[config.mk]
export PLATFORM = sky130hd
export DESIGN_NAME = unc_queue
export DESIGN_NICKNAME = d
export VERILOG_FILES = /design/src/design/unc_pkg.sv /design/src/design/unc_queue.sv
export SDC_FILE = /design/constraint.sdc
export NUM_CORES = 1
export LEC_CHECK = 0
export BUFFER_PORTS_ARGS = -buffer_cell sky130_fd_sc_hd__buf_2
export CORE_MARGIN = 3
export CORE_UTILIZATION = 37
export CTS_BUF_LIST = sky130_fd_sc_hd__clkbuf_16
export DETAILED_ROUTE_END_ITERATION = 6
export PLACE_DENSITY = 0.68
export REMOVE_ABC_BUFFERS = 1
export SLEW_MARGIN = 0
export SYNTH_ARGS = -nofsm -noshare
export SYNTH_HDL_FRONTEND = slang
export SYNTH_SLANG_ARGS = --single-unit
[constraint.sdc]
create_clock -name clk -period 9.8 [get_ports clk]
set_input_delay 1.47 -clock clk [delete_from_list [all_inputs] [get_ports clk]]
set_output_delay 1.47 -clock clk [all_outputs]
set_load 0.02 [all_outputs]
[src/design/unc_pkg.sv]
package unc_pkg;

	localparam int GRID_DEF = 64;
	localparam int ONE_Q14  = 16384;
	localparam int MAG_W    = 6;
	localparam int COMP_W   = 16;
	localparam int FRAC_W   = 14;
	localparam int FMAG_W   = 15;
	localparam int RAD_W    = 30;
	localparam int SQ_LAT   = 16;
	localparam int DIV_LAT  = 15;
	localparam int ROOT_AT  = SQ_LAT + 2;
	localparam int SIDE_N   = ROOT_AT + DIV_LAT;
	localparam int MAG_MAX  = 63;

	typedef struct packed {
		logic               mode;
		logic signed [15:0] vec_x;
		logic signed [15:0] vec_y;
		logic signed [15:0] vec_z;
		logic [5:0]         code_mag_x;
		logic [5:0]         code_mag_y;
		logic               code_pos_x;
		logic               code_pos_y;
		logic               code_pos_z;
	} item_t;

	typedef struct packed {
		logic [5:0]         enc_mag_x;
		logic [5:0]         enc_mag_y;
		logic               enc_pos_x;
		logic               enc_pos_y;
		logic               enc_pos_z;
		logic signed [15:0] dec_x;
		logic signed [15:0] dec_y;
		logic signed [15:0] dec_z;
		logic               saturated;
	} result_t;

	// classified item as it waits between front and back
	typedef struct packed {
		logic              mode;
		logic [5:0]        enc_mag_x;
		logic [5:0]        enc_mag_y;
		logic              enc_pos_x;
		logic              enc_pos_y;
		logic              enc_pos_z;
		logic              sat;
		logic [FMAG_W-1:0] fx;
		logic [FMAG_W-1:0] fy;
		logic              pos_x;
		logic              pos_y;
		logic              pos_z;
	} front_t;

	typedef struct packed {
		front_t            f;
		logic              norm;
		logic [FMAG_W-1:0] root;
	} side_t;

endpackage

[src/design/unc_queue.sv]
module unc_queue import unc_pkg::*; (
	input  logic   clk,
	input  logic   arst_n,
	input  logic   push,
	input  front_t wdata,
	output logic   full,
	input  logic   pop,
	output logic   head_valid,
	output front_t head
);

	front_t     mem_q [2];
	logic       wr_ptr_q, rd_ptr_q;
	logic [1:0] cnt_q;

	assign full       = cnt_q == 2'd2;
	assign head_valid = cnt_q != 2'd0;
	assign head       = mem_q[rd_ptr_q];

	// advance pointers and count
	always_ff @(posedge clk or negedge arst_n) begin
		if (!arst_n) begin
			wr_ptr_q <= 1'b0;
			rd_ptr_q <= 1'b0;
			cnt_q    <= 2'd0;
		end else begin
			if (push) wr_ptr_q <= !wr_ptr_q;
			if (pop) rd_ptr_q <= !rd_ptr_q;
			cnt_q <= 2'(cnt_q + {1'b0, push} - {1'b0, pop});
		end
	end

	// store the incoming transfer
	always_ff @(posedge clk) begin
		if (push) mem_q[wr_ptr_q] <= wdata;
	end

endmodule

==> run summary <==
The worst pin sits at a relative slew slack of 34.4%. The share of async-settable or async-resettable flops after synthesis works out to 3.85%. Dividing the detail-routed wire length by the instance count gives 15.9 um. The floorplan row count was 37; the number of top-level pins was 106.

The number of register bits inferred by synthesis was 104; the post-layout worst setup margin was 6.32 ns. The number of hold buffers added after CTS was 0. The floorplan step defined a die boundary enclosing 0.0123 sq mm. Sequential elements use 76.4% of the synthesized area. Clock-pin slew was measured on the worst setup and hold paths at 0.07 ns.

The run gives 0 as the max capacitance violation total. For the worst setup path, the data required time is 8.33 ns. Clock latency on the worst-skew pair, taken at its later pin, is 0.33 ns. The minimum clock period after layout was 3.48 ns. The tree is rooted in a sky130_fd_sc_hd__clkbuf_16. The power density normalized to cell area was 295 mW/mm^2; the final number of max-transition violations was 0.

TritonCTS built the clock tree. The pin count of the biggest net entering global routing came out at 52. The total via count in the routed design was 1909; the clock tree skew after final layout was 0.00967 ns. Number of nets in the layout: 339. Yosys mapped a number of flops with a built-in enable equal to 100. The fraction of met3 tracks used by global routing is 3.66%, and the number of DRC violations after detailed-routing iteration 0 is 75. Derived from the worst setup path, the maximum achievable clock frequency is 288 MHz.

In this design, the stage delay of the slowest critical-path cell is 1.08 ns. Buffers added to address setup during post-CTS repair amount to 0. The largest delay contributor family on the critical path is flip-flops. The run gives 38.6% as the initial core utilization. The pre-CTS worst setup slack is 6.66 ns. Yosys attributes the largest share of cell area to sky130_fd_sc_hd__edfxtp_1, sky130_fd_sc_hd__mux2_4, sky130_fd_sc_hd__buf_12, sky130_fd_sc_hd__dfrtp_1, sky130_fd_sc_hd__ha_1. IR analysis of the VDD net gives a maximum drop of 0.000269 V. For the total core area, the log shows 0.0105 sq mm. The first detailed-routing pass ran for 3 iterations. The warning count from the yosys run was 0; the number of antenna diodes was 0.

For the worst setup path, the data arrival time is 2.01 ns. The run finished with clean final reports. The clock passes through at most 2 buffers. Of the post-synthesis cell area, the dominant cell type holds 74.0%.

Summing all non-filler instances in the final layout gives an area of 0.00494 sq mm. The count of final setup violators is 0. The min-delay analysis places its worst path in the category reg2reg. The setup TNS after final layout is 0 ns, and the chip height is 111 um.

The tools report the overall track demand over capacity in global routing as 11.2%. Primary flip-flop cell chosen by synthesis mapping: sky130_fd_sc_hd__edfxtp_1. The H-tree generated during clock tree synthesis spans 3 levels. The layout-stage area growth over the synthesis result was 21.7%. Type of element capturing the critical path: an output pin.

For this run, design rule violations remaining after detail routing come to 0. The slowest stage of the critical path belongs to the cell sky130_fd_sc_hd__dfrtp_4. Most congested layer reported by global routing: met2. For the total global routing overflow, the log shows 0.

Sorting the synthesized cells by how often they occur yields sky130_fd_sc_hd__edfxtp_1, sky130_fd_sc_hd__mux2_4, sky130_fd_sc_hd__buf_12. The run gives 12.3% as the met1 layer usage reported by global route. The maximum fanout along the worst path was 51; the initial antenna violation count was 0. The floorplan step set the die width to 111 um. For the final wirelength, the log shows 6.75 mm. For the pin with the worst max-slew slack, the measured transition is 0.983 ns. The number of instances resized during post-cts repair is 0, and the mean number of vias per cell is 4.50. The fraction of layout instances using a drive strength above 1 was 60.4%; the netlist area before placement was 0.00406 sq mm. The critical path class was reg2out. Averaged over all synthesized cells, the footprint is 23.7 sq um.

The analysis attributes to cell leakage a power of 2.01 nW. For the final core utilization, the log shows 47.0%. The final-report hold violation count is 0.

For the total power, the log shows 1.46 mW. For the number of global-route vias before repair, the log shows 2109. sky130_fd_sc_hd__edfxtp_1 is the most common cell in the netlist. Buffers inserted during clock tree synthesis total 9. For the post-detailed-placement half-perimeter wirelength, the log shows 4.44 mm.

Walking the worst path, the cells encountered are mux2_2 -> buf_2. For the global-route met2 utilization, the log shows 20.5%. The total buffers and inverters traversed by the critical path is 1.

Wire length of the first global-routing pass: 10.7 mm. Dividing the final minimum period by the clock period gives 35.5%. In this run the tool buffered the top-level ports with 105 buffer cells. In this run the cell area measured after placement is 0.00467 sq mm.

The kind of start point of the critical path is a register. For the global placer's final weighted congestion, the log shows 0.700. The count of unique library cells instantiated by Yosys came out at 13. The count of nets left with antenna violations once routing finished came out at 0.

Setup repair after global routing left no endpoint under its margin. sky130_fd_sc_hd__edfxtp_1 takes more of the synthesized area than any other cell. The run gives 104 as the number of sinks handled by clock tree synthesis. The tools report the gate count after technology mapping as 171.
==> layer usage <==
layer	part of all wire [%]	wire length (um)	vias up
li1	-	-	888
met1	40	2670	948
met2	53	3560	65
met3	6.4	432	8
met4	1.2	82	0
met5	0	0	-
==> final timing paths <==
path                       startpoint  slack, ns  cells past startpoint           end
min in group asynchronous      arst_n       0.93                      1      cnt_q[1]
max in group asynchronous      arst_n       8.74                      1      rd_ptr_q
max                          rd_ptr_q       6.32                      2      head[49]
max reg2reg                  wr_ptr_q       7.95                      2  mem_q[0][40]
min reg2reg                  wr_ptr_q       0.55                      1      wr_ptr_q
min                          wr_ptr_q       0.55                      1      wr_ptr_q
==> state kept, by name, indices dropped and copies added, names as in the netlist <==
register  flops
mem_q       100
cnt_q         2
wr_ptr_q      1
rd_ptr_q      1
==> cells by family after synthesis <==
| logic type | after synthesis | synth area share [%] |
|---|---|---|
| multiplexers | 50 | 18.4 |
| buffers and inverters | 8 | 2.93 |
| XOR/XNOR | 3 | 1.02 |
| flip-flops | 104 | 76.4 |
| AND/OR/NAND/NOR | 4 | 0.616 |
| adder cells (fa/ha/maj) | 2 | 0.616 |
==> stage by stage <==
step	std cells	hold WS, ns
5_1_grt	424	0.577
6_report	424	0.546
3_5_place_dp	408	0.534
4_1_cts	424	0.548
3_3_place_gp	408	0.522
2_1_floorplan	165	0.455
==> cells in the final DEF (no fill, tap or decap) <==
master,count
sky130_fd_sc_hd__nor2b_4,1
sky130_fd_sc_hd__mux2_2,1
sky130_fd_sc_hd__or2_2,1
sky130_fd_sc_hd__ha_1,2
sky130_fd_sc_hd__clkbuf_16,9
sky130_fd_sc_hd__dfrtp_4,1
sky130_fd_sc_hd__clkinv_4,1
sky130_fd_sc_hd__buf_2,105
sky130_fd_sc_hd__edfxtp_1,100
sky130_fd_sc_hd__mux2_4,49
sky130_fd_sc_hd__xor3_1,1
sky130_fd_sc_hd__inv_1,5
sky130_fd_sc_hd__buf_4,2
sky130_fd_sc_hd__xor2_1,2
sky130_fd_sc_hd__and2_2,1
sky130_fd_sc_hd__dfrtp_1,3
sky130_fd_sc_hd__nor2b_1,1
sky130_fd_sc_hd__clkinvlp_4,3
==> cell type report <==
| type | count | area, sq um |
|---|---|---|
| clock buffer | 9 | 225 |
| timing repair buffer | 107 | 541 |
| clock inverter | 7 | 42.5 |
| multi-input combinational | 59 | 847 |
| fill | 885 | 5570 |
| sequential | 104 | 3110 |
| tap | 136 | 170 |
| inverter | 2 | 7.51 |
==> where the power goes <==
group          switching, mW  internal (mW)
registers             0.0829          0.592
clock network          0.148          0.170
logic                  0.228          0.237
(Power assumes the default switching activity.)
