**src/design/unc_pkg.sv**
```systemverilog
package unc_pkg;

	localparam int GRID_DEF = 64;
	localparam int ONE_Q14  = 16384;
	localparam int MAG_W    = 6;
	localparam int COMP_W   = 16;
	localparam int FRAC_W   = 14;
	localparam int FMAG_W   = 15;
	localparam int RAD_W    = 30;
	localparam int SQ_LAT   = 16;
	localparam int DIV_LAT  = 15;
	localparam int ROOT_AT  = SQ_LAT + 2;
	localparam int SIDE_N   = ROOT_AT + DIV_LAT;
	localparam int MAG_MAX  = 63;

	typedef struct packed {
		logic               mode;
		logic signed [15:0] vec_x;
		logic signed [15:0] vec_y;
		logic signed [15:0] vec_z;
		logic [5:0]         code_mag_x;
		logic [5:0]         code_mag_y;
		logic               code_pos_x;
		logic               code_pos_y;
		logic               code_pos_z;
	} item_t;

	typedef struct packed {
		logic [5:0]         enc_mag_x;
		logic [5:0]         enc_mag_y;
		logic               enc_pos_x;
		logic               enc_pos_y;
		logic               enc_pos_z;
		logic signed [15:0] dec_x;
		logic signed [15:0] dec_y;
		logic signed [15:0] dec_z;
		logic               saturated;
	} result_t;

	// classified item as it waits between front and back
	typedef struct packed {
		logic              mode;
		logic [5:0]        enc_mag_x;
		logic [5:0]        enc_mag_y;
		logic              enc_pos_x;
		logic              enc_pos_y;
		logic              enc_pos_z;
		logic              sat;
		logic [FMAG_W-1:0] fx;
		logic [FMAG_W-1:0] fy;
		logic              pos_x;
		logic              pos_y;
		logic              pos_z;
	} front_t;

	typedef struct packed {
		front_t            f;
		logic              norm;
		logic [FMAG_W-1:0] root;
	} side_t;

endpackage

```
**src/design/unc_front.sv**
```systemverilog
module unc_front import unc_pkg::*; #(
	parameter int GRID = GRID_DEF
) (
	input  item_t  item,
	output front_t cls
);

	localparam logic [7:0] GM1 = 8'(GRID - 1);
	localparam int LIM = (GRID - 1 > MAG_MAX) ? MAG_MAX : GRID - 1;
	localparam logic [10:0] LIM_V = 11'(LIM);

	logic [FMAG_W-1:0] fq_tab [64];
	logic [16:0] mag_x, mag_y;
	logic [24:0] prod_x, prod_y;
	logic [10:0] idx_x, idx_y;
	logic        sat_x, sat_y;

	// build the index to Q1.14 table, clamping indices above the grid
	for (genvar i = 0; i < 64; i++) begin : g_tab
		localparam int II = (i > GRID - 1) ? GRID - 1 : i;
		localparam int FV = (II * ONE_Q14 + (GRID - 1) / 2) / (GRID - 1);
		assign fq_tab[i] = FMAG_W'(FV);
	end

	// take magnitudes and scale onto the grid, rounding to nearest
	always_comb begin
		mag_x  = item.vec_x[15] ? 17'(17'h10000 - {1'b0, item.vec_x}) : {1'b0, item.vec_x};
		mag_y  = item.vec_y[15] ? 17'(17'h10000 - {1'b0, item.vec_y}) : {1'b0, item.vec_y};
		prod_x = 25'(mag_x) * 25'(GM1) + 25'(8192);
		prod_y = 25'(mag_y) * 25'(GM1) + 25'(8192);
		idx_x  = prod_x[24:14];
		idx_y  = prod_y[24:14];
		sat_x  = idx_x > LIM_V;
		sat_y  = idx_y > LIM_V;
	end

	// classify: encode fields are zero in decode mode
	always_comb begin
		cls.mode      = item.mode;
		cls.enc_mag_x = item.mode ? 6'd0 : (sat_x ? LIM_V[5:0] : idx_x[5:0]);
		cls.enc_mag_y = item.mode ? 6'd0 : (sat_y ? LIM_V[5:0] : idx_y[5:0]);
		cls.enc_pos_x = !item.mode && !item.vec_x[15];
		cls.enc_pos_y = !item.mode && !item.vec_y[15];
		cls.enc_pos_z = !item.mode && !item.vec_z[15];
		cls.sat       = !item.mode && (sat_x || sat_y);
		cls.fx        = fq_tab[item.code_mag_x];
		cls.fy        = fq_tab[item.code_mag_y];
		cls.pos_x     = item.code_pos_x;
		cls.pos_y     = item.code_pos_y;
		cls.pos_z     = item.code_pos_z;
	end

endmodule

```
**config.mk**
```make
export PLATFORM = sky130hd
export DESIGN_NAME = unc_front
export DESIGN_NICKNAME = d
export VERILOG_FILES = /design/src/design/unc_pkg.sv /design/src/design/unc_front.sv
export SDC_FILE = /design/constraint.sdc
export NUM_CORES = 1
export LEC_CHECK = 0
export ABC_AREA = 1
export BUFFER_PORTS_ARGS = -buffer_cell sky130_fd_sc_hd__buf_4
export CAP_MARGIN = 30
export CORE_ASPECT_RATIO = 1.4
export CORE_MARGIN = 2
export CORE_UTILIZATION = 30
export DETAILED_ROUTE_END_ITERATION = 8
export PLACE_DENSITY_LB_ADDON = 0.15
export SLEW_MARGIN = 5
export SYNTH_ARGS = -nofsm -noshare
export SYNTH_HDL_FRONTEND = slang
export SYNTH_SLANG_ARGS = --single-unit
```
**constraint.sdc**
```tcl
create_clock -name vclk -period 11.35
set_input_delay 1.7025 -clock vclk [all_inputs]
set_output_delay 1.7025 -clock vclk [all_outputs]
set_load 0.005 [all_outputs]
```
==> impl_results.rst <==
.. list-table::
   :header-rows: 1

   * - Metric
     - Value
   * - Initial standard-cell utilization of the core
     - 0.306
   * - Post_cts resized
     - 0
   * - Cell type of the slowest stage on the worst timing path
     - sky130_fd_sc_hd__fa_1
   * - Parity-gate share of the synthesized area counting xor and xnor cells
     - 0.0533
   * - Largest driver fanout on the critical path
     - 7
   * - Setup fix buffers added after clock tree synthesis
     - 0
   * - Post-synthesis sequential area ratio
     - 0
   * - Max stage delay on crit path
     - approximately 0.55 ns
   * - Detailed-router iteration count before antenna repair
     - 4
   * - Number of placement rows
     - between 60 and 70
   * - Final Hold Viols
     - 0
   * - Number of non-filler instances in the completed layout
     - about 1400
   * - Area of the die
     - approximately 24000 um2
   * - Simple-gate area share of the yosys netlist
     - 0.212
   * - Count of warnings emitted by yosys
     - 0
   * - Status
     - finished clean
   * - Routed via count
     - slightly below 6000
   * - Final sequential cell count
     - 0
   * - Final weighted congestion in routability-driven placement
     - 0.820
   * - Path type of the worst setup path
     - in2out
   * - Synth Area in Adders
     - 0.486
   * - Fraction of layout instances using a drive strength above 1
     - 0.112
   * - Largest net degree at the start of global routing
     - 18
   * - Register area
     - 0 um2
   * - Count of nets after finishing
     - 1340
   * - Estimated wirelength of the detail-placed design
     - about 14000 um
   * - Max-slew headroom
     - 0.644
   * - Total of clock buffers placed in the layout
     - 0
   * - Placed cells
     - 1363
   * - Maximum Capacitance Violations
     - 0
   * - Antenna-violating nets left
     - 0
   * - Final setup violation count
     - 0
   * - Type of the worst min-delay path
     - in2out
   * - Die Wd
     - 130 um
   * - Post-synth top area share
     - 0.262
   * - Post-synthesis average cell area
     - approximately 7 um2
   * - Combinational family with the most area after synthesis
     - adder cells
   * - Number of diodes added for antenna fixing
     - 0
   * - Number of antenna violations at the first check in global routing
     - 0
   * - I/O Pins
     - around 110
   * - CP endpoint kind
     - output pin
   * - Final number of max-transition violations
     - 0
   * - DRC errors left
     - 0
   * - Data required, critical path
     - 9.65 ns
   * - Global-route wire length before repair
     - ~26000 um
   * - Synthesized netlist cell count
     - slightly below 1000
   * - Critical path arrival
     - around 7.2 ns
   * - Worst slew pin tran
     - about 0.53 ns
   * - Layout overhead on the synthesized area
     - 15.2%
   * - Cell type with the highest aggregate area in the netlist
     - sky130_fd_sc_hd__fa_1
   * - Fin crit period
     - between 8 and 9 ns
   * - Setup TNS
     - 0 ns
   * - Most frequent cell after synthesis
     - sky130_fd_sc_hd__inv_1
   * - Cell with the most instances on the worst path
     - sky130_fd_sc_hd__inv_1
   * - Via density
     - approximately 4.2
   * - Core area
     - between 20000 and 25000 um2
   * - Port Buffer Count
     - between 90 and 100
   * - Placed Area
     - 7740 um2
   * - Vias in the first global route
     - 5899
   * - Post-synthesis mux area share
     - 0
   * - Most numerous cell types in the synthesized netlist
     - 284 x sky130_fd_sc_hd__inv_1, 199 x sky130_fd_sc_hd__nand2_1, 120 x sky130_fd_sc_hd__ha_1
   * - RSZ-0062 raised after global routing
     - no
   * - Netlist Area Pre-Place
     - between 6000 and 7000 um2
   * - Share of the cycle needed by the critical path after routing
     - 0.781
   * - Starting DRC count in detailed routing
     - about 140
   * - Maximum clock frequency
     - 113 MHz
   * - Synth top area cells
     - sky130_fd_sc_hd__fa_1 26%, sky130_fd_sc_hd__ha_1 22%, sky130_fd_sc_hd__inv_1 16%, sky130_fd_sc_hd__nand2_1 11%, sky130_fd_sc_hd__nor2_1 4.1%
   * - Total gr overflow
     - 0
   * - Die H
     - approximately 180 um
   * - Global-route usage over all layers
     - 0.130
   * - Final Cell Area
     - slightly below 8000 um2
   * - Average routed wire per standard cell
     - between 10 and 15 um
   * - Post-CTS Hold Buffers
     - 0
   * - Total length of routed wires
     - about 15000 um
   * - Worst hold stages
     - 0
   * - Fraction of the mapped netlist area in compound gates
     - 0.0715
   * - Finished Core Util
     - 0.353
   * - Critical path launch point type
     - primary input
   * - Count of cell types in the netlist
     - 37
==> layer usage <==
metal / vias to the layer above / GRT usage / routed length [um]
met4: 0 / 0.0102 / 145
met2: 68 / 0.284 / 8950
met1: 2634 / 0.138 / 5820
met5: - / 0 / 0
li1: 3064 / - / -
met3: 8 / 0.00237 / 232
==> critical path, delay by kind of cell <==
family	cells	cell delay (ns)
buf+inv	10	0.81
xor+xnor	1	0.38
simple gates	12	1.52
compound gates	2	0.40
fa+ha+maj	6	2.38
==> stage by stage <==
step           setup WS, ns  hold slack [ns]
6_report               2.49             3.41
5_1_grt                1.96             3.41
4_1_cts                2.38             3.41
3_5_place_dp           2.39             3.41
3_3_place_gp           2.40             3.41
2_1_floorplan          3.36             3.43
==> path summary, 6_finish.rpt <==
path                  from       to
hold / removal     item[1]   cls[1]
setup / recovery  item[31]  cls[40]
==> cells in the final DEF (no fill, tap or decap) <==
master	Yosys	routed
sky130_fd_sc_hd__a21o_1	2	2
sky130_fd_sc_hd__xor2_2	1	1
sky130_fd_sc_hd__o31ai_4	1	1
sky130_fd_sc_hd__o21a_1	1	1
sky130_fd_sc_hd__o31ai_1	1	1
sky130_fd_sc_hd__nor2_2	4	4
sky130_fd_sc_hd__nand2_1	199	199
sky130_fd_sc_hd__o21bai_1	5	5
sky130_fd_sc_hd__nor3_1	5	5
sky130_fd_sc_hd__buf_4	10	95
sky130_fd_sc_hd__nor4_1	4	4
sky130_fd_sc_hd__inv_2	6	6
sky130_fd_sc_hd__a21oi_1	51	51
sky130_fd_sc_hd__xor2_1	26	26
sky130_fd_sc_hd__o21ai_0	15	15
sky130_fd_sc_hd__o21ai_1	3	3
sky130_fd_sc_hd__fa_1	88	88
sky130_fd_sc_hd__conb_1	2	10
sky130_fd_sc_hd__a31o_2	1	1
sky130_fd_sc_hd__ha_1	120	120
sky130_fd_sc_hd__xnor2_1	13	13
sky130_fd_sc_hd__nand3_1	27	27
sky130_fd_sc_hd__nor2_4	2	2
sky130_fd_sc_hd__nand3b_1	1	1
sky130_fd_sc_hd__and3_1	1	1
sky130_fd_sc_hd__a31oi_1	4	4
sky130_fd_sc_hd__nand3_2	3	3
sky130_fd_sc_hd__nor3_2	2	2
sky130_fd_sc_hd__o31ai_2	1	1
sky130_fd_sc_hd__nand4_1	11	11
sky130_fd_sc_hd__inv_1	284	284
sky130_fd_sc_hd__or2_4	1	1
sky130_fd_sc_hd__and2_1	2	2
sky130_fd_sc_hd__nand2_2	2	2
sky130_fd_sc_hd__nor2_1	74	74
==> logic make-up (layout without fill, tap and decap cells) <==
kind of cell	count (synthesis)	after routing
adder cells (fa/ha/maj)	208	208
AO/OA/AOI/OAI	85	85
other	2	10
XOR/XNOR	40	40
AND/OR/NAND/NOR	338	338
buffers and inverters	305	385
==> cell type report <==
type | instances | area (um2)
Fill cell | 2507 | 14200
Tap cell | 297 | 372
Timing Repair Buffer | 95 | 713
Inverter | 290 | 1090
Multi-Input combinational cell | 681 | 5560
Power is left out: the tool's default activity adds up to more than one toggle a clock period on the data nets, which glitch-free logic cannot reach.
